==> src/hw/rtl/efr_pkg.sv <==
// ----------------------------------------------------------------------------
// efr_pkg: shared definitions for the encoder frame receiver
// Sizes, register indexes, reset values and the record types that pass
// between the front end, the queue and the back end.
// ----------------------------------------------------------------------------
`timescale 1ns / 1ps
`default_nettype none

package efr_pkg;

  // Frame buffer geometry.
  localparam int unsigned FRAME_BYTES         = 12;
  localparam int unsigned POSITION_HIGH_INDEX = 8;
  localparam int unsigned IDX_W               = $clog2(FRAME_BYTES);

  // Queue between front and back end.
  localparam int unsigned QUEUE_DEPTH = 2;
  localparam int unsigned QPTR_W      = (QUEUE_DEPTH > 1) ? $clog2(QUEUE_DEPTH) : 1;
  localparam int unsigned QCNT_W      = $clog2(QUEUE_DEPTH + 1);

  // Field widths.
  localparam int unsigned BYTE_W     = 8;
  localparam int unsigned POS_W      = 16;
  localparam int unsigned GAIN_W     = 16;
  localparam int unsigned OFFSET_W   = 24;
  localparam int unsigned COUNT_W    = 16;
  localparam int unsigned HEAD_W     = 23;
  localparam int unsigned PROD_W     = POS_W + GAIN_W;
  localparam int unsigned DIFF_W     = PROD_W + 2;
  localparam int unsigned CFG_IDX_W  = 3;
  localparam int unsigned CFG_DATA_W = 24;

  // Heading saturation limits.
  localparam logic signed [DIFF_W-1:0] HEAD_MAX = DIFF_W'((1 << (HEAD_W - 1)) - 1);
  localparam logic signed [DIFF_W-1:0] HEAD_MIN = DIFF_W'(-(1 << (HEAD_W - 1)));

  // Register reset values.
  localparam logic [BYTE_W-1:0]   RST_START_MARKER    = 8'd170;
  localparam logic [POS_W-1:0]    RST_POSITION_MIN    = 16'd12;
  localparam logic [POS_W-1:0]    RST_POSITION_MAX    = 16'd3943;
  localparam logic [GAIN_W-1:0]   RST_HEADING_GAIN    = 16'd1167;
  localparam logic [OFFSET_W-1:0] RST_HEADING_OFFSET  = 24'd2306867;
  localparam logic [COUNT_W-1:0]  RST_IDLE_TIMEOUT_MS = 16'd1000;

  typedef enum logic [CFG_IDX_W-1:0] {
    REG_START_MARKER    = 3'd0,
    REG_POSITION_MIN    = 3'd1,
    REG_POSITION_MAX    = 3'd2,
    REG_HEADING_GAIN    = 3'd3,
    REG_HEADING_OFFSET  = 3'd4,
    REG_IDLE_TIMEOUT_MS = 3'd5
  } cfg_reg_e;

  typedef enum logic {
    OP_BYTE = 1'b0,
    OP_TICK = 1'b1
  } op_e;

  typedef struct packed {
    logic [BYTE_W-1:0]   start_marker;
    logic [POS_W-1:0]    position_min;
    logic [POS_W-1:0]    position_max;
    logic [GAIN_W-1:0]   heading_gain;
    logic [OFFSET_W-1:0] heading_offset;
    logic [COUNT_W-1:0]  idle_timeout_ms;
  } cfg_t;

  // One classified item as the front end hands it to the back end.
  typedef struct packed {
    logic             frame_done;
    logic [POS_W-1:0] raw_position;
    logic [POS_W-1:0] held_position;
    logic             link_up;
    logic             link_changed;
  } q_entry_t;

endpackage

`default_nettype wire

==> src/hw/rtl/efr_if.sv <==
// ----------------------------------------------------------------------------
// efr_if: handshake channels of the encoder frame receiver
// Input item channel, result channel and register write channel.
// ----------------------------------------------------------------------------
`timescale 1ns / 1ps
`default_nettype none

interface efr_in_if;
  import efr_pkg::*;
  logic              valid;
  logic              ready;
  logic              opcode;
  logic [BYTE_W-1:0] rx_byte;

  modport source (output valid, output opcode, output rx_byte, input ready);
  modport sink (input valid, input opcode, input rx_byte, output ready);
endinterface

interface efr_out_if;
  import efr_pkg::*;
  logic                     valid;
  logic                     ready;
  logic                     frame_done;
  logic [POS_W-1:0]         raw_position;
  logic [POS_W-1:0]         clamped_position;
  logic signed [HEAD_W-1:0] heading_q16;
  logic                     link_up;
  logic                     link_changed;

  modport source (output valid, output frame_done, output raw_position,
                  output clamped_position, output heading_q16, output link_up,
                  output link_changed, input ready);
  modport sink (input valid, input frame_done, input raw_position,
                input clamped_position, input heading_q16, input link_up,
                input link_changed, output ready);
endinterface

interface efr_cfg_if;
  import efr_pkg::*;
  logic                  valid;
  logic                  ready;
  logic [CFG_IDX_W-1:0]  index;
  logic [CFG_DATA_W-1:0] data;

  modport source (output valid, output index, output data, input ready);
  modport sink (input valid, input index, input data, output ready);
endinterface

`default_nettype wire

==> src/hw/rtl/efr_front.sv <==
// ----------------------------------------------------------------------------
// efr_front: frame and link tracking
// Accepts bytes and ticks, updates the frame buffer and link state, and
// pushes one classified record per beat into the queue.
// ----------------------------------------------------------------------------
`timescale 1ns / 1ps
`default_nettype none

module efr_front (
  input  wire logic             clk_i,
  input  wire logic             rst_ni,
  efr_in_if.sink                item_i,
  input  wire efr_pkg::cfg_t    cfg_i,
  input  wire logic             queue_full_i,
  output logic                  push_o,
  output efr_pkg::q_entry_t     entry_o
);
  import efr_pkg::*;

  logic [BYTE_W-1:0]   frame_q [FRAME_BYTES];
  logic [BYTE_W-1:0]   frame_d [FRAME_BYTES];
  logic [IDX_W-1:0]    idx_q, idx_d;
  logic                in_frame_q, in_frame_d;
  logic [POS_W-1:0]    held_q, held_d;
  logic [COUNT_W-1:0]  cnt_q, cnt_d;
  logic                link_q, link_d, link_tmp;
  logic                reported_q, reported_d;
  logic                accept;
  logic                closing;
  logic [BYTE_W-1:0]   pos_hi, pos_lo;
  logic [POS_W-1:0]    raw_d;

  assign accept       = item_i.valid && item_i.ready;
  assign item_i.ready = !queue_full_i;

  always_comb begin
    frame_d    = frame_q;
    idx_d      = idx_q;
    in_frame_d = in_frame_q;
    cnt_d      = cnt_q;
    link_tmp   = link_q;
    closing    = 1'b0;
    if (accept) begin
      if (op_e'(item_i.opcode) == OP_TICK) begin
        if (cnt_q != '1) begin
          cnt_d = cnt_q + 1'b1;
        end
      end else begin
        link_tmp = 1'b1;
        cnt_d    = '0;
        if (in_frame_q) begin
          if (item_i.rx_byte != cfg_i.start_marker) begin
            frame_d[idx_q] = item_i.rx_byte;
            if (idx_q != IDX_W'(FRAME_BYTES - 1)) begin
              idx_d = idx_q + 1'b1;
            end
          end else begin
            frame_d[idx_q] = '0;
            in_frame_d     = 1'b0;
            idx_d          = '0;
            closing        = 1'b1;
          end
        end else if (item_i.rx_byte == cfg_i.start_marker) begin
          in_frame_d = 1'b1;
        end
      end
    end
    link_d     = accept ? (link_tmp && !(cnt_d > cfg_i.idle_timeout_ms)) : link_q;
    reported_d = accept ? link_d : reported_q;
  end

  // Position slots past the end of the buffer read as zero.
  if (POSITION_HIGH_INDEX < FRAME_BYTES) begin : g_hi
    assign pos_hi = frame_d[POSITION_HIGH_INDEX];
  end else begin : g_hi_none
    assign pos_hi = '0;
  end
  if (POSITION_HIGH_INDEX + 1 < FRAME_BYTES) begin : g_lo
    assign pos_lo = frame_d[POSITION_HIGH_INDEX + 1];
  end else begin : g_lo_none
    assign pos_lo = '0;
  end

  assign raw_d  = {pos_hi, pos_lo};
  assign held_d = closing ? raw_d : held_q;

  always_comb begin
    entry_o.frame_done    = closing;
    entry_o.raw_position  = raw_d;
    entry_o.held_position = held_d;
    entry_o.link_up       = link_d;
    entry_o.link_changed  = link_d != reported_q;
  end
  assign push_o = accept;

  always_ff @(posedge clk_i or negedge rst_ni) begin
    if (!rst_ni) begin
      for (int s = 0; s < FRAME_BYTES; s++) begin
        frame_q[s] <= '0;
      end
      idx_q      <= '0;
      in_frame_q <= 1'b0;
      held_q     <= '0;
      cnt_q      <= '0;
      link_q     <= 1'b0;
      reported_q <= 1'b1;
    end else begin
      frame_q    <= frame_d;
      idx_q      <= idx_d;
      in_frame_q <= in_frame_d;
      held_q     <= held_d;
      cnt_q      <= cnt_d;
      link_q     <= link_d;
      reported_q <= reported_d;
    end
  end

  a_idx_range: assert property (@(posedge clk_i) disable iff (!rst_ni)
    idx_q <= IDX_W'(FRAME_BYTES - 1))
    else $error("write index ran past the last buffer slot");

  a_close_resets: assert property (@(posedge clk_i) disable iff (!rst_ni)
    (accept && closing) |=> (!in_frame_q && idx_q == '0))
    else $error("closing a frame did not reset the write index");

  a_change_flips: assert property (@(posedge clk_i) disable iff (!rst_ni)
    (accept && entry_o.link_changed) |=> (reported_q != $past(reported_q)))
    else $error("link change reported without a report update");

endmodule

`default_nettype wire

==> src/hw/rtl/efr_fifo.sv <==
// ----------------------------------------------------------------------------
// efr_fifo: short queue between front and back end
// Holds classified records so that each side can stall on its own.
// ----------------------------------------------------------------------------
`timescale 1ns / 1ps
`default_nettype none

module efr_fifo (
  input  wire logic              clk_i,
  input  wire logic              rst_ni,
  input  wire logic              push_i,
  input  wire efr_pkg::q_entry_t push_data_i,
  output logic                   full_o,
  input  wire logic              pop_ready_i,
  output logic                   pop_valid_o,
  output efr_pkg::q_entry_t      pop_data_o
);
  import efr_pkg::*;

  q_entry_t          mem_q [QUEUE_DEPTH];
  logic [QPTR_W-1:0] wr_ptr_q, rd_ptr_q;
  logic [QCNT_W-1:0] count_q, count_d;
  logic              pop;

  function automatic logic [QPTR_W-1:0] next_ptr(input logic [QPTR_W-1:0] p);
    logic [QPTR_W-1:0] n;
    n = (p == QPTR_W'(QUEUE_DEPTH - 1)) ? '0 : p + 1'b1;
    return n;
  endfunction

  assign full_o      = count_q == QCNT_W'(QUEUE_DEPTH);
  assign pop_valid_o = count_q != '0;
  assign pop         = pop_valid_o && pop_ready_i;
  assign pop_data_o  = mem_q[rd_ptr_q];

  always_comb begin
    unique case ({push_i, pop})
      2'b10:   count_d = count_q + 1'b1;
      2'b01:   count_d = count_q - 1'b1;
      default: count_d = count_q;
    endcase
  end

  always_ff @(posedge clk_i) begin
    if (push_i) begin
      mem_q[wr_ptr_q] <= push_data_i;
    end
  end

  always_ff @(posedge clk_i or negedge rst_ni) begin
    if (!rst_ni) begin
      wr_ptr_q <= '0;
      rd_ptr_q <= '0;
      count_q  <= '0;
    end else begin
      if (push_i) begin
        wr_ptr_q <= next_ptr(wr_ptr_q);
      end
      if (pop) begin
        rd_ptr_q <= next_ptr(rd_ptr_q);
      end
      count_q <= count_d;
    end
  end

  a_no_overflow: assert property (@(posedge clk_i) disable iff (!rst_ni)
    !(push_i && full_o))
    else $error("queue written while full");

endmodule

`default_nettype wire

==> src/hw/rtl/efr_back.sv <==
// ----------------------------------------------------------------------------
// efr_back: position clamp and heading scaler
// Two-stage pipeline: clamp and multiply, then offset and saturate into
// the result register.
// ----------------------------------------------------------------------------
`timescale 1ns / 1ps
`default_nettype none

module efr_back (
  input  wire logic              clk_i,
  input  wire logic              rst_ni,
  input  wire efr_pkg::cfg_t     cfg_i,
  input  wire logic              pop_valid_i,
  input  wire efr_pkg::q_entry_t pop_data_i,
  output logic                   pop_ready_o,
  efr_out_if.source              result_o
);
  import efr_pkg::*;

  // Stage one.
  logic              s1_valid_q;
  logic [PROD_W-1:0] s1_prod_q;
  logic [POS_W-1:0]  s1_clamped_q, s1_raw_q;
  logic              s1_done_q, s1_link_q, s1_changed_q;
  // Result register.
  logic                     s2_valid_q;
  logic [POS_W-1:0]         s2_clamped_q, s2_raw_q;
  logic signed [HEAD_W-1:0] s2_head_q;
  logic                     s2_done_q, s2_link_q, s2_changed_q;

  logic                     s2_en, s1_en;
  logic [POS_W-1:0]         upper, clamped;
  logic signed [DIFF_W-1:0] diff;
  logic signed [DIFF_W-1:0] sat;

  assign s2_en       = !s2_valid_q || result_o.ready;
  assign s1_en       = !s1_valid_q || s2_en;
  assign pop_ready_o = s1_en;

  // Upper limit first, lower limit last, so crossed limits give the minimum.
  assign upper   = (pop_data_i.held_position > cfg_i.position_max) ?
                   cfg_i.position_max : pop_data_i.held_position;
  assign clamped = (upper < cfg_i.position_min) ? cfg_i.position_min : upper;

  assign diff = signed'({2'b00, s1_prod_q}) -
                signed'({{(DIFF_W - OFFSET_W){1'b0}}, cfg_i.heading_offset});

  always_comb begin
    priority if (diff > HEAD_MAX) begin
      sat = HEAD_MAX;
    end else if (diff < HEAD_MIN) begin
      sat = HEAD_MIN;
    end else begin
      sat = diff;
    end
  end

  always_ff @(posedge clk_i) begin
    if (s1_en) begin
      s1_prod_q    <= clamped * cfg_i.heading_gain;
      s1_clamped_q <= clamped;
      s1_raw_q     <= pop_data_i.raw_position;
      s1_done_q    <= pop_data_i.frame_done;
      s1_link_q    <= pop_data_i.link_up;
      s1_changed_q <= pop_data_i.link_changed;
    end
    if (s2_en) begin
      s2_head_q    <= sat[HEAD_W-1:0];
      s2_clamped_q <= s1_clamped_q;
      s2_raw_q     <= s1_raw_q;
      s2_done_q    <= s1_done_q;
      s2_link_q    <= s1_link_q;
      s2_changed_q <= s1_changed_q;
    end
  end

  always_ff @(posedge clk_i or negedge rst_ni) begin
    if (!rst_ni) begin
      s1_valid_q <= 1'b0;
      s2_valid_q <= 1'b0;
    end else begin
      if (s1_en) begin
        s1_valid_q <= pop_valid_i;
      end
      if (s2_en) begin
        s2_valid_q <= s1_valid_q;
      end
    end
  end

  assign result_o.valid            = s2_valid_q;
  assign result_o.frame_done       = s2_done_q;
  assign result_o.raw_position     = s2_raw_q;
  assign result_o.clamped_position = s2_clamped_q;
  assign result_o.heading_q16      = s2_head_q;
  assign result_o.link_up          = s2_link_q;
  assign result_o.link_changed     = s2_changed_q;

endmodule

`default_nettype wire

==> src/hw/rtl/encoder_frame_receiver_heading.sv <==
// ----------------------------------------------------------------------------
// encoder_frame_receiver_heading: serial encoder framer with heading output
// Frames start-marker delimited bytes, extracts the encoder position and
// turns it into a Q16 heading while watching the link for idle timeouts.
// ----------------------------------------------------------------------------
// Each input beat is either a received byte or a one-millisecond tick, and
// each one produces exactly one result beat, in order. The block takes one
// input beat every clock cycle while its queue is not full. The edge that
// accepts an input beat writes its record into the queue, from where it
// is loaded into the clamp-and-multiply stage and then into the result
// register that offers the result beat. The 16x16 heading multiplier
// behind the clamp in the back end is the deepest path. The front end
// updates the frame buffer and link state in the cycle of acceptance and
// hands a record to a two-entry queue, so a stalled result port only stops
// input once both back-end stages and that queue are full. Register writes
// complete in one beat and are meant for moments when no item is in flight.
`timescale 1ns / 1ps
`default_nettype none

module encoder_frame_receiver_heading (
  input  wire logic clk_i,
  input  wire logic rst_ni,
  efr_in_if.sink    item_i,
  efr_out_if.source result_o,
  efr_cfg_if.sink   cfg_i
);
  import efr_pkg::*;

  cfg_t     cfg_q;
  q_entry_t push_entry, pop_entry;
  logic     push, queue_full, pop_valid, pop_ready;

  // Register file: every write beat is taken at once. Indexes beyond the
  // list are accepted and dropped.
  assign cfg_i.ready = 1'b1;

  always_ff @(posedge clk_i or negedge rst_ni) begin
    if (!rst_ni) begin
      cfg_q.start_marker    <= RST_START_MARKER;
      cfg_q.position_min    <= RST_POSITION_MIN;
      cfg_q.position_max    <= RST_POSITION_MAX;
      cfg_q.heading_gain    <= RST_HEADING_GAIN;
      cfg_q.heading_offset  <= RST_HEADING_OFFSET;
      cfg_q.idle_timeout_ms <= RST_IDLE_TIMEOUT_MS;
    end else if (cfg_i.valid) begin
      unique case (cfg_reg_e'(cfg_i.index))
        REG_START_MARKER:    cfg_q.start_marker    <= cfg_i.data[BYTE_W-1:0];
        REG_POSITION_MIN:    cfg_q.position_min    <= cfg_i.data[POS_W-1:0];
        REG_POSITION_MAX:    cfg_q.position_max    <= cfg_i.data[POS_W-1:0];
        REG_HEADING_GAIN:    cfg_q.heading_gain    <= cfg_i.data[GAIN_W-1:0];
        REG_HEADING_OFFSET:  cfg_q.heading_offset  <= cfg_i.data[OFFSET_W-1:0];
        REG_IDLE_TIMEOUT_MS: cfg_q.idle_timeout_ms <= cfg_i.data[COUNT_W-1:0];
        default: begin
        end
      endcase
    end
  end

  // Front end: framing, buffer, idle counter and link report.
  efr_front u_front (
    .clk_i        (clk_i),
    .rst_ni       (rst_ni),
    .item_i       (item_i),
    .cfg_i        (cfg_q),
    .queue_full_i (queue_full),
    .push_o       (push),
    .entry_o      (push_entry)
  );

  // Decoupling queue.
  efr_fifo u_fifo (
    .clk_i       (clk_i),
    .rst_ni      (rst_ni),
    .push_i      (push),
    .push_data_i (push_entry),
    .full_o      (queue_full),
    .pop_ready_i (pop_ready),
    .pop_valid_o (pop_valid),
    .pop_data_o  (pop_entry)
  );

  // Back end: clamp, scale, offset and saturate.
  efr_back u_back (
    .clk_i       (clk_i),
    .rst_ni      (rst_ni),
    .cfg_i       (cfg_q),
    .pop_valid_i (pop_valid),
    .pop_data_i  (pop_entry),
    .pop_ready_o (pop_ready),
    .result_o    (result_o)
  );

endmodule

`default_nettype wire

==> src/flat_wrapper.sv <==
// flat-port wrapper written by rule: the top's interface ports become plain ports
module encoder_frame_receiver_heading_flat import efr_pkg::*;
  (clk_i, rst_ni, item_i_valid, item_i_opcode, item_i_rx_byte, item_i_ready, result_o_valid, result_o_frame_done, result_o_raw_position, result_o_clamped_position, result_o_heading_q16, result_o_link_up, result_o_link_changed, result_o_ready, cfg_i_valid, cfg_i_index, cfg_i_data, cfg_i_ready);
  efr_in_if item_i_i ();
  efr_out_if result_o_i ();
  efr_cfg_if cfg_i_i ();
  input  wire logic clk_i;
  input  wire logic rst_ni;
  input wire logic [$bits(item_i_i.valid)-1:0] item_i_valid;
  input wire logic [$bits(item_i_i.opcode)-1:0] item_i_opcode;
  input wire logic [$bits(item_i_i.rx_byte)-1:0] item_i_rx_byte;
  output wire logic [$bits(item_i_i.ready)-1:0] item_i_ready;
  output wire logic [$bits(result_o_i.valid)-1:0] result_o_valid;
  output wire logic [$bits(result_o_i.frame_done)-1:0] result_o_frame_done;
  output wire logic [$bits(result_o_i.raw_position)-1:0] result_o_raw_position;
  output wire logic [$bits(result_o_i.clamped_position)-1:0] result_o_clamped_position;
  output wire logic [$bits(result_o_i.heading_q16)-1:0] result_o_heading_q16;
  output wire logic [$bits(result_o_i.link_up)-1:0] result_o_link_up;
  output wire logic [$bits(result_o_i.link_changed)-1:0] result_o_link_changed;
  input wire logic [$bits(result_o_i.ready)-1:0] result_o_ready;
  input wire logic [$bits(cfg_i_i.valid)-1:0] cfg_i_valid;
  input wire logic [$bits(cfg_i_i.index)-1:0] cfg_i_index;
  input wire logic [$bits(cfg_i_i.data)-1:0] cfg_i_data;
  output wire logic [$bits(cfg_i_i.ready)-1:0] cfg_i_ready;
  assign item_i_i.valid = item_i_valid;
  assign item_i_i.opcode = item_i_opcode;
  assign item_i_i.rx_byte = item_i_rx_byte;
  assign item_i_ready = item_i_i.ready;
  assign result_o_valid = result_o_i.valid;
  assign result_o_frame_done = result_o_i.frame_done;
  assign result_o_raw_position = result_o_i.raw_position;
  assign result_o_clamped_position = result_o_i.clamped_position;
  assign result_o_heading_q16 = result_o_i.heading_q16;
  assign result_o_link_up = result_o_i.link_up;
  assign result_o_link_changed = result_o_i.link_changed;
  assign result_o_i.ready = result_o_ready;
  assign cfg_i_i.valid = cfg_i_valid;
  assign cfg_i_i.index = cfg_i_index;
  assign cfg_i_i.data = cfg_i_data;
  assign cfg_i_ready = cfg_i_i.ready;
  encoder_frame_receiver_heading u_core (.clk_i(clk_i), .rst_ni(rst_ni), .item_i(item_i_i), .result_o(result_o_i), .cfg_i(cfg_i_i));
endmodule
==> config.mk <==
export PLATFORM = sky130hd
export DESIGN_NAME = encoder_frame_receiver_heading_flat
export DESIGN_NICKNAME = d
export VERILOG_FILES = /design/src/hw/rtl/efr_pkg.sv /design/src/hw/rtl/efr_if.sv /design/src/hw/rtl/efr_front.sv /design/src/hw/rtl/efr_fifo.sv /design/src/hw/rtl/efr_back.sv /design/src/hw/rtl/encoder_frame_receiver_heading.sv /design/src/flat_wrapper.sv
export SDC_FILE = /design/constraint.sdc
export NUM_CORES = 1
export LEC_CHECK = 0
export BUFFER_PORTS_ARGS = -buffer_cell sky130_fd_sc_hd__buf_4
export CORE_UTILIZATION = 42
export DETAILED_ROUTE_END_ITERATION = 16
export PLACE_DENSITY_LB_ADDON = 0.3
export SYNTH_ARGS = -nofsm -noshare
export SYNTH_HDL_FRONTEND = slang
export SYNTH_SLANG_ARGS = --single-unit
==> constraint.sdc <==
create_clock -name clk_i -period 31.2 [get_ports clk_i]
set_input_delay 6.24 -clock clk_i [delete_from_list [all_inputs] [get_ports clk_i]]
set_output_delay 6.24 -clock clk_i [all_outputs]
set_load 0.01 [all_outputs]
======== Yosys cells after proc, flatten, opt, wreduce, memory -nomap -nowiden ========
Memories as Yosys holds them, arrays and structs flattened.
Index checks and enable logic that the tools add are counted.
storage, ports and cells
  bits in registers ....................... 362
  RAM bits ................................ 70
  input bits .............................. 41
  output and inout port bits .............. 61
  word-level logic and storage cells ...... 128
  memories kept ........................... 1
memories
  name                 words  width  read ports  clocked after memory_dff  wr ports  line            RTL
  u_core.u_fifo.mem_q  2      35     1           0                         1         efr_fifo.sv:20  q_entry_t mem_q [QUEUE_DEPTH];
operators by class
  $add $sub $neg .......................... 7
  multipliers ............................. 1
  magnitude comparators ................... 7
  eq/ne operators ......................... 14
  multiplexer cells ....................... 31
  bitwise logic cells ..................... 4
  reductions and logical operators ........ 22
operators by type and width
  cell                     number
  $and A96 B96 Y96         1
  $bwmux W96               1
  $mux W16                 6
  $mux W32                 3
  $mux W96                 1
  $not A96 Y96             1
  $gt A33 B23 Y1 const B   1
  $lt A33 B23 Y1 const B   1
  $sub A32 B24 Y33         1
  $demux W8 S4             1
  $gt A16 B16 Y1           2
  $mul A16 B16 Y32         1
  $mux W23                 1
  $add A16 B1 Y16 const B  1
  $lt A16 B16 Y1           1
  $ne A16 B16 Y1 const B   1
  $mux W1                  14
  $reduce_and A2 Y1        7
  $eq A8 B8 Y1             1
  $mux W4                  2
  $mux W8                  1
  $ne A8 B8 Y1             1
  $eq A3 B2 Y1 const B     2
  $eq A3 B3 Y1 const B     2
  other kinds (22)         32

======== Longest topological paths before layout ========
Gate-level depths: netlist of the first run.
  word-level depth ........................ 12
  gate-level depth with buffers ........... 48
  depth with buffers taken out ............ 44

======== Hierarchy ========
A second synthesis of the first run with hierarchy kept.
second synthesis, totals
  cell total of the unflattened synthesis .. 2269
  area, all modules ....................... 26255.2 sq um
by module, submodules not included
  module                          instances  cells each  area an instance (sq um)  sequential area each (sq um)
  efr_back                        1          1598        16489.6                   3803.6
  encoder_frame_receiver_heading  1          210         3925.0                    2449.8
  efr_front                       1          335         3091.7                    1377.6
  efr_fifo                        1          126         2748.9                    2202.1

======== Worst setup path after synthesis of the first run ========
OpenSTA, ideal clock, no wires.
  path type ............................... register to register
  from .................................... register u_core.u_fifo.rd_ptr_q
  to ...................................... register u_core.u_back.s1_prod_q[25] (data pin)
  setup time .............................. 0.258 ns
  arrival time ............................ 10.432 ns
  required time ........................... 30.942 ns
  path slack .............................. 20.510 ns
  stages on the path, launching flop included .. 47
  buffers on the path ..................... 4
  period minus slack after synthesis ...... 10.690 ns
  cells stage by stage .................... dfrtp_1 clkbuf_1 buf_1 mux2_2 ha_1 a21o_1 a21o_1 a21oi_1 o21ai_0 nor3_1 nor2_1 clkbuf_1 nor2_1 a21oi_1 ha_1 a21o_1 a21o_1 a21o_1 [11 not listed] fa_1 fa_1 inv_1 fa_1 inv_1 fa_1 inv_1 ha_1 and3_1 a221oi_1 o21ai_1 o211ai_1 a31oi_1 o21a_1 o41ai_1 o21bai_1 a21oi_1 xnor2_1
on the way
  word-level cells in the longest chain between the ends .. 6
ends and longest elaborated chain
  what                    line            RTL
  start, declared         efr_fifo.sv:21  logic [QPTR_W-1:0] wr_ptr_q, rd_ptr_q;
  start signal, assigned  efr_fifo.sv:60  rd_ptr_q <= next_ptr(rd_ptr_q);
  $mem_v2 Z2 W35 (*)      n/a
  $gt A16 B16 Y1          efr_back.sv:41  assign upper = (pop_data_i.held_position > cfg_i.position_max) ?
  $mux W16 (*)            efr_back.sv:41
  $lt A16 B16 Y1          efr_back.sv:43  assign clamped = (upper < cfg_i.position_min) ? cfg_i.position_min : upper;
  $mux W16 (*)            efr_back.sv:43
  $mul A16 B16 Y32 (*)    efr_back.sv:60  s1_prod_q <= clamped * cfg_i.heading_gain;
  end signal, assigned    efr_back.sv:60
  end, declared           efr_back.sv:22  logic [PROD_W-1:0] s1_prod_q;
Every way passes the cells marked *; elsewhere a longest branch is shown, timed or not.
A chain may end at the register's enable or synchronous reset.

======== Final worst setup path of the first run ========
Ends and elaborated chain as after synthesis.

==> results of run 1 <==
==> cell type report <==
type	instances	area, sq um
Clock buffer	53	1100
Clock inverter	19	228
Fill cell	5131	29700
Inverter	323	1210
Multi-Input combinational cell	1480	13000
Sequential cell	352	9830
Tap cell	756	946
Timing Repair Buffer	110	830
==> worst min path at each step <==
stage | from | end | slack (ps) | cells past startpoint
floorplan | u_core.u_back.s1_clamped_q[0] | u_core.u_back.result_o.clamped_position[0] | 400 | 0
global placement | u_core.u_back.s1_clamped_q[12] | u_core.u_back.result_o.clamped_position[12] | 400 | 0
detailed placement | u_core.u_back.s1_clamped_q[13] | u_core.u_back.result_o.clamped_position[13] | 400 | 0
CTS | u_core.u_back.s1_raw_q[7] | u_core.u_back.result_o.raw_position[7] | 420 | 0
global route | u_core.u_back.s1_clamped_q[13] | u_core.u_back.result_o.clamped_position[13] | 420 | 0
finish | u_core.u_back.s1_raw_q[3] | u_core.u_back.result_o.raw_position[3] | 420 | 0
==> routing by layer <==
| metal | up-vias | share of wire | track usage |
|---|---|---|---|
| li1 | 7540 | - | - |
| met1 | 8065 | 0.44 | 0.255 |
| met2 | 408 | 0.48 | 0.326 |
| met3 | 101 | 0.056 | 0.0343 |
| met4 | 0 | 0.029 | 0.0620 |
| met5 | - | 0 | 0 |
==> logic make-up after synthesis <==
kind of cell | share of synthesized area
buf+inv | 0.0640
simple gates | 0.116
flops | 0.404
fa+ha+maj | 0.253
other cells | 0.000154
mux | 0.0517
xor+xnor | 0.0270
compound gates | 0.0840
==> worst max-delay path: cells and delay by family, from the launching register on <==
| family | cells | cell delay [ps] |
|---|---|---|
| flip-flops | 1 | 320 |
| multiplexers | 2 | 990 |
| AO/OA/AOI/OAI | 13 | 3370 |
| XOR/XNOR | 1 | 90 |
| AND/OR/NAND/NOR | 11 | 2330 |
| adder cells (fa/ha/maj) | 9 | 3930 |
| buffers and inverters | 6 | 940 |
==> registers in the layout, summed over array words and instances, names as in the netlist, 2 cells and up <==
name and count:
u_core.u_front.idx_q 4, u_core.u_back.result_o.heading_q16 23, u_core.u_front.frame_q 16, u_core.u_front.cnt_q 16
u_core.u_back.s1_clamped_q 16, u_core.u_fifo.count_q 2, u_core.u_back.s1_raw_q 16, u_core.u_back.result_o.raw_position 16
u_core.u_fifo.mem_q 70, u_core.u_back.result_o.clamped_position 16, u_core.u_front.held_q 16, u_core.u_back.s1_prod_q 32
u_core.cfg_q 96
==> Yosys cell counts (20+ instances only) <==
library cell	number	area (sq um)
inv_1	321	1200
nand2_1	279	1050
edfxtp_1	195	5860
fa_1	195	3900
ha_1	181	2260
and2_1	119	744
dfrtp_1	118	2950
mux2_2	110	1240
o21ai_0	105	526
a21oi_1	87	435
nor2_1	66	248
clkbuf_1	44	165
xnor2_1	41	359
dfstp_2	39	1020
a21o_1	35	263
xor2_1	34	298
nand3_1	21	105
nor3_1	20	100
o21ai_2	20	175
==> per-stage QoR <==
step / utilization / hold WS (ps) / cell area (sq um) / cells
2_1_floorplan: - / 400 / 24300 / 2228
3_3_place_gp: 0.454 / 401 / 25800 / 3021
3_5_place_dp: 0.454 / 405 / 25800 / 3021
4_1_cts: 0.477 / 415 / 27100 / 3093
5_1_grt: 0.477 / 419 / 27100 / 3093
6_report: 0.477 / 416 / 27100 / 3093
==> flow_summary.yaml, run 1 <==
yosys:
  synth_flop_cell: "edfxtp_1"
  syn-cell-area_sq_um: 24300
  synth_edf_count: 195
  synth_cells: 2228
  async_flop_share: 0.446
  ys_ff_latch: 352
  syn_avg_cell_area_sq_um: 10.9
  ys_types: 75
  syn-num-nets: 2645
  yosysSeqAreaShare: 0.404
  yosysWarnings: 0
sta:
  tightest_slew_ps: 1040
  slew_headroom: 0.305
  tns_ps: 0
  rsz0062_at_grt: "false"
  setup_viol_count_final: 0
  hold_viol_final: 0
  layout_min_cycle_time_ps: 12250
  finalCritPeriodShare: 0.393
  drv_slew: 0
  setup_slack_ps: 18950
  fmax_mhz: 81.6
  clock-skew-final_ps: 35.7
critical_path:
  critPathRequiredTime_ps: 31530
  timing.rr.end: "u_core.u_back.s1_prod_q[25]"
  startpoint_type: "register"
  timing.rr.start: "u_core.u_fifo.rd_ptr_q"
  endpoint: "u_core.u_back.s1_prod_q[25]"
  arrival_ps: 12580
  r2r_setup_slack_ps: 18950
  critPathMaxFanout: 36
  crit_slowest_cell: "a31oi_2"
  critPathLaunch: "u_core.u_fifo.rd_ptr_q"
  endpoint_kind: "register"
  crit_top_cell: "fa_1"
  max_stage_delay_ps: 810
  r2r_cells: 42
  crit_type: "reg2reg"
global_route:
  antenna_found_initial: 1
  grt_max_degree: 99
  grt_first_pass_wirelength_microns: 91100
  first_global_vias: 17200
  grt-ovfl-total: 0
  grt_usage: 0.194
placed_design:
  port_buffers: 100
  place_ws_ps: 19040
  hpwl_microns: 41100
  place_congestion: 0.863
die:
  rows: 87
  fp.coreArea_sq_um: 56800
  dieArea_sq_um: 58900
  ios: 102
  die_h_microns: 243
  dieWidth_microns: 243
  start_util: 0.428
min_path:
  hold_path_class: "reg2reg"
clocking:
  ctsLongestPathBuffers: 3
  postCtsSetupBuffers: 0
  cts_resized: 0
  cts_tree: "built"
  cts.clk_slew.worst_paths_ps: 60
  cts_root_buf: "clkbuf_16"
  insertion_delay_ps: 580
  h-tree-depth: 2
  cts_buffers: 39
  clkSinkCount: 352
  hold_buffers: 0
finish:
  drive_above_1_share: 0.158
  layout_common_cells: "inv_1, nand2_1, fa_1, edfxtp_1, ha_1"
  antenna_cells: 0
  finalNetCount: 2723
  area_delta_synth_final_pct: 11.4
  final_common_cell: "inv_1"
route:
  final_antenna_net_count: 0
  detail_route.wl_per_cell_microns: 17.8
  dr_total_vias: 16100
  routed_wirelength_microns: 54900
  routed_via_density: 5.21
  drt-initial-drc-count: 1037
  drc: 0
  firstDrtPassIters: 5
run:
  maxCapViolations: 0
run_status:
  status: "finished, final reports clean"
Power of run 1 is not shown: default switching activity piles up to over one toggle a cycle in this logic, so the estimate is an artifact.
==> inputs of run 2 (changes only) <==
--- a/config.mk
+++ b/config.mk
@@ -5,6 +5,7 @@
 export SDC_FILE = /design/constraint.sdc
 export NUM_CORES = 1
 export LEC_CHECK = 0
+export ABC_AREA = 1
 export BUFFER_PORTS_ARGS = -buffer_cell sky130_fd_sc_hd__buf_4
 export CORE_UTILIZATION = 42
 export DETAILED_ROUTE_END_ITERATION = 16
==> constraint.sdc (replaced) <==
create_clock -name clk_i -period 10.05 [get_ports clk_i]
set_input_delay 2.01 -clock clk_i [delete_from_list [all_inputs] [get_ports clk_i]]
set_output_delay 2.01 -clock clk_i [all_outputs]
set_load 0.01 [all_outputs]
==> flow_summary.yaml, run 2 <==
critical_path:
  critPathTopFamily: "adder cells"
  endpoint_kind: "register"
  critPathRequiredTime_ps: 10360
  cp.buffers_inverters: 8
  r2r_setup_slack_ps: 720
  startpoint_type: "register"
  crit_type: "reg2reg"
  arrival_ps: 9640
  crit_top_cell: "nand2_1"
  critPathMaxFanout: 18
  crit_slowest_cell: "dfrtp_4"
  max_stage_delay_ps: 570
yosys:
  syn_avg_cell_area_sq_um: 9.46
  async_flop_share: 0.446
  syn-num-nets: 3026
  synth_top_area_cell: "edfxtp_1"
  synth_flop_cell: "edfxtp_1"
  yosysSeqAreaShare: 0.398
  synth_cells: 2609
  synth_common_cells: "inv_1, nand2_1, nor2_1, nand3_1"
  yosysMostFrequentCell: "inv_1"
  ys_ff_latch: 352
  synth_edf_count: 195
  synth.area.top_cells: "edfxtp_1, fa_1, dfrtp_1"
  syn-cell-area_sq_um: 24700
  synth_top_area_frac: 0.237
  yosysWarnings: 0
  ys_types: 53
global_route:
  met2_usage: 0.350
  top_usage_layer: "met2"
  grt_first_pass_wirelength_microns: 100000
  grtUsageMet3: 0.0471
  grt_max_degree: 82
  first_global_vias: 18600
  grt_usage: 0.216
  grt-ovfl-total: 0
  antenna_found_initial: 1
  use_met1: 0.285
finish:
  regArea_sq_um: 9840
  antenna_cells: 0
  final_common_cell: "inv_1"
  finalNetCount: 3109
  utilization: 0.474
  reg_top3: "u_core.cfg_q: 96 flops, u_core.u_fifo.mem_q: 70 flops, u_core.u_back.s1_prod_q: 32 flops"
  largest_reg_flops: 96
  fillers: 5518
  area_delta_synth_final_pct: 11.3
  largest-register: "u_core.cfg_q"
  layout_common_cells: "inv_1, nand2_1, nor2_1"
  drive_above_1_share: 0.109
  multi_input_area_sq_um: 12800
clocking:
  h-tree-depth: 2
  insertion_delay_ps: 570
  clkSinkCount: 352
  cts.clk_slew.worst_paths_ps: 60
  cts_tree: "built"
  hold_buffers: 0
  ctsLongestPathBuffers: 3
  cts_buffers: 38
  cts_root_buf: "clkbuf_16"
placed_design:
  port_buffers: 100
  hpwl_microns: 49000
  place_congestion: 0.949
route:
  dr_total_vias: 18000
  drc: 0
  firstDrtPassIters: 5
  routed_wirelength_microns: 62600
  final_antenna_net_count: 0
  drt-initial-drc-count: 1236
  routed_via_density: 5.15
  detail_route.wl_per_cell_microns: 17.9
sta:
  hold_viol_final: 0
  slew_headroom: 0.239
  rsz0062_at_grt: "false"
  drv_slew: 0
  tightest_slew_ps: 1140
  hold_ws_ps: 417
  finalCritPeriodShare: 0.929
  clock-skew-final_ps: 26.7
  fmax_mhz: 107
  tns_ps: 0
  setup_viol_count_final: 0
  layout_min_cycle_time_ps: 9330
run:
  maxCapViolations: 0
die:
  start_util: 0.426
  fp.coreArea_sq_um: 57900
  rows: 88
  die_h_microns: 244
  ios: 102
  dieWidth_microns: 244
  dieArea_sq_um: 59700
min_path:
  hold_path_class: "reg2reg"
run_status:
  status: "finished, final reports clean"
run 2: changes by cell type after synthesis, sizes merged, moves of 12 or more:
| cell | change |
|---|---|
| xnor2 | -22 |
| nor2 | +151 |
| o21ai | +44 |
| a21oi | +13 |
| inv | +138 |
| and2 | -119 |
| nand3 | +180 |
| xor2 | +12 |
| nand2 | +192 |
| mux2 | -96 |
| a21o | -28 |
| nand2b | -13 |
run 2: cell families after synthesis:
| group | after synthesis | synth area share |
|---|---|---|
| other cells | 1 | 0.000152 |
| xor+xnor | 65 | 0.0231 |
| simple gates | 935 | 0.163 |
| flops | 352 | 0.398 |
| compound gates | 324 | 0.0706 |
| buf+inv | 542 | 0.0880 |
| fa+ha+maj | 376 | 0.250 |
| mux | 14 | 0.00639 |
run 2: worst reg2reg max path, delay by kind of cell (launching register included):
| kind | cells | cell delay [ps] |
|---|---|---|
| compound gates | 9 | 1690 |
| fa+ha+maj | 9 | 3940 |
| buf+inv | 8 | 810 |
| flops | 1 | 570 |
| simple gates | 20 | 2050 |
run 2: final timing paths:
kind / to / startpoint / depth (start not counted)
setup / recovery: u_core.u_back.s1_prod_q[30] / u_core.u_fifo.rd_ptr_q / 46
hold / removal: u_core.u_back.result_o.clamped_position[2] / u_core.u_back.s1_clamped_q[2] / 0
setup reg to reg: u_core.u_back.s1_prod_q[30] / u_core.u_fifo.rd_ptr_q / 46
hold reg to reg: u_core.u_back.result_o.clamped_position[2] / u_core.u_back.s1_clamped_q[2] / 0
max in group asynchronous: u_core.u_front.frame_q[19] / rst_ni / 2
min in group asynchronous: u_core.u_front.held_q[11] / rst_ni / 1
run 2: timing repair:
| item | CTS | global route |
|---|---|---|
| pin swaps | 0 | 0 |
| endpoints found under the setup margin | 5 | 15 |
| setup buffers | 0 | 4 |
| resized for setup | 2 | 16 |
run 2: cell type report:
class,instances,share of cell area
flip-flops and latches,352,0.358
clock buffers,50,0.0385
repair buffers,121,0.0332
clock inverters,20,0.00742
multi-input cells,1715,0.464
well taps,765,0.0348
inverters,464,0.0635
run 2: per-stage QoR:
stage | instance area (sq um) | std cells | setup slack, ps
after floorplan | 24700 | 2609 | 1110
after global placement | 26100 | 3413 | 167
after detailed placement | 26100 | 3413 | -130
after CTS | 27400 | 3483 | 161
after global routing | 27500 | 3487 | 8.30
final | 27500 | 3487 | 717
run 2: layer usage:
| metal | share of wire | wire [microns] |
|---|---|---|
| met1 | 0.43 | 27200 |
| met4 | 0.029 | 1830 |
| met3 | 0.073 | 4560 |
| met5 | 0 | 0 |
| met2 | 0.46 | 29000 |
Power of run 2 is left out for the same reason.
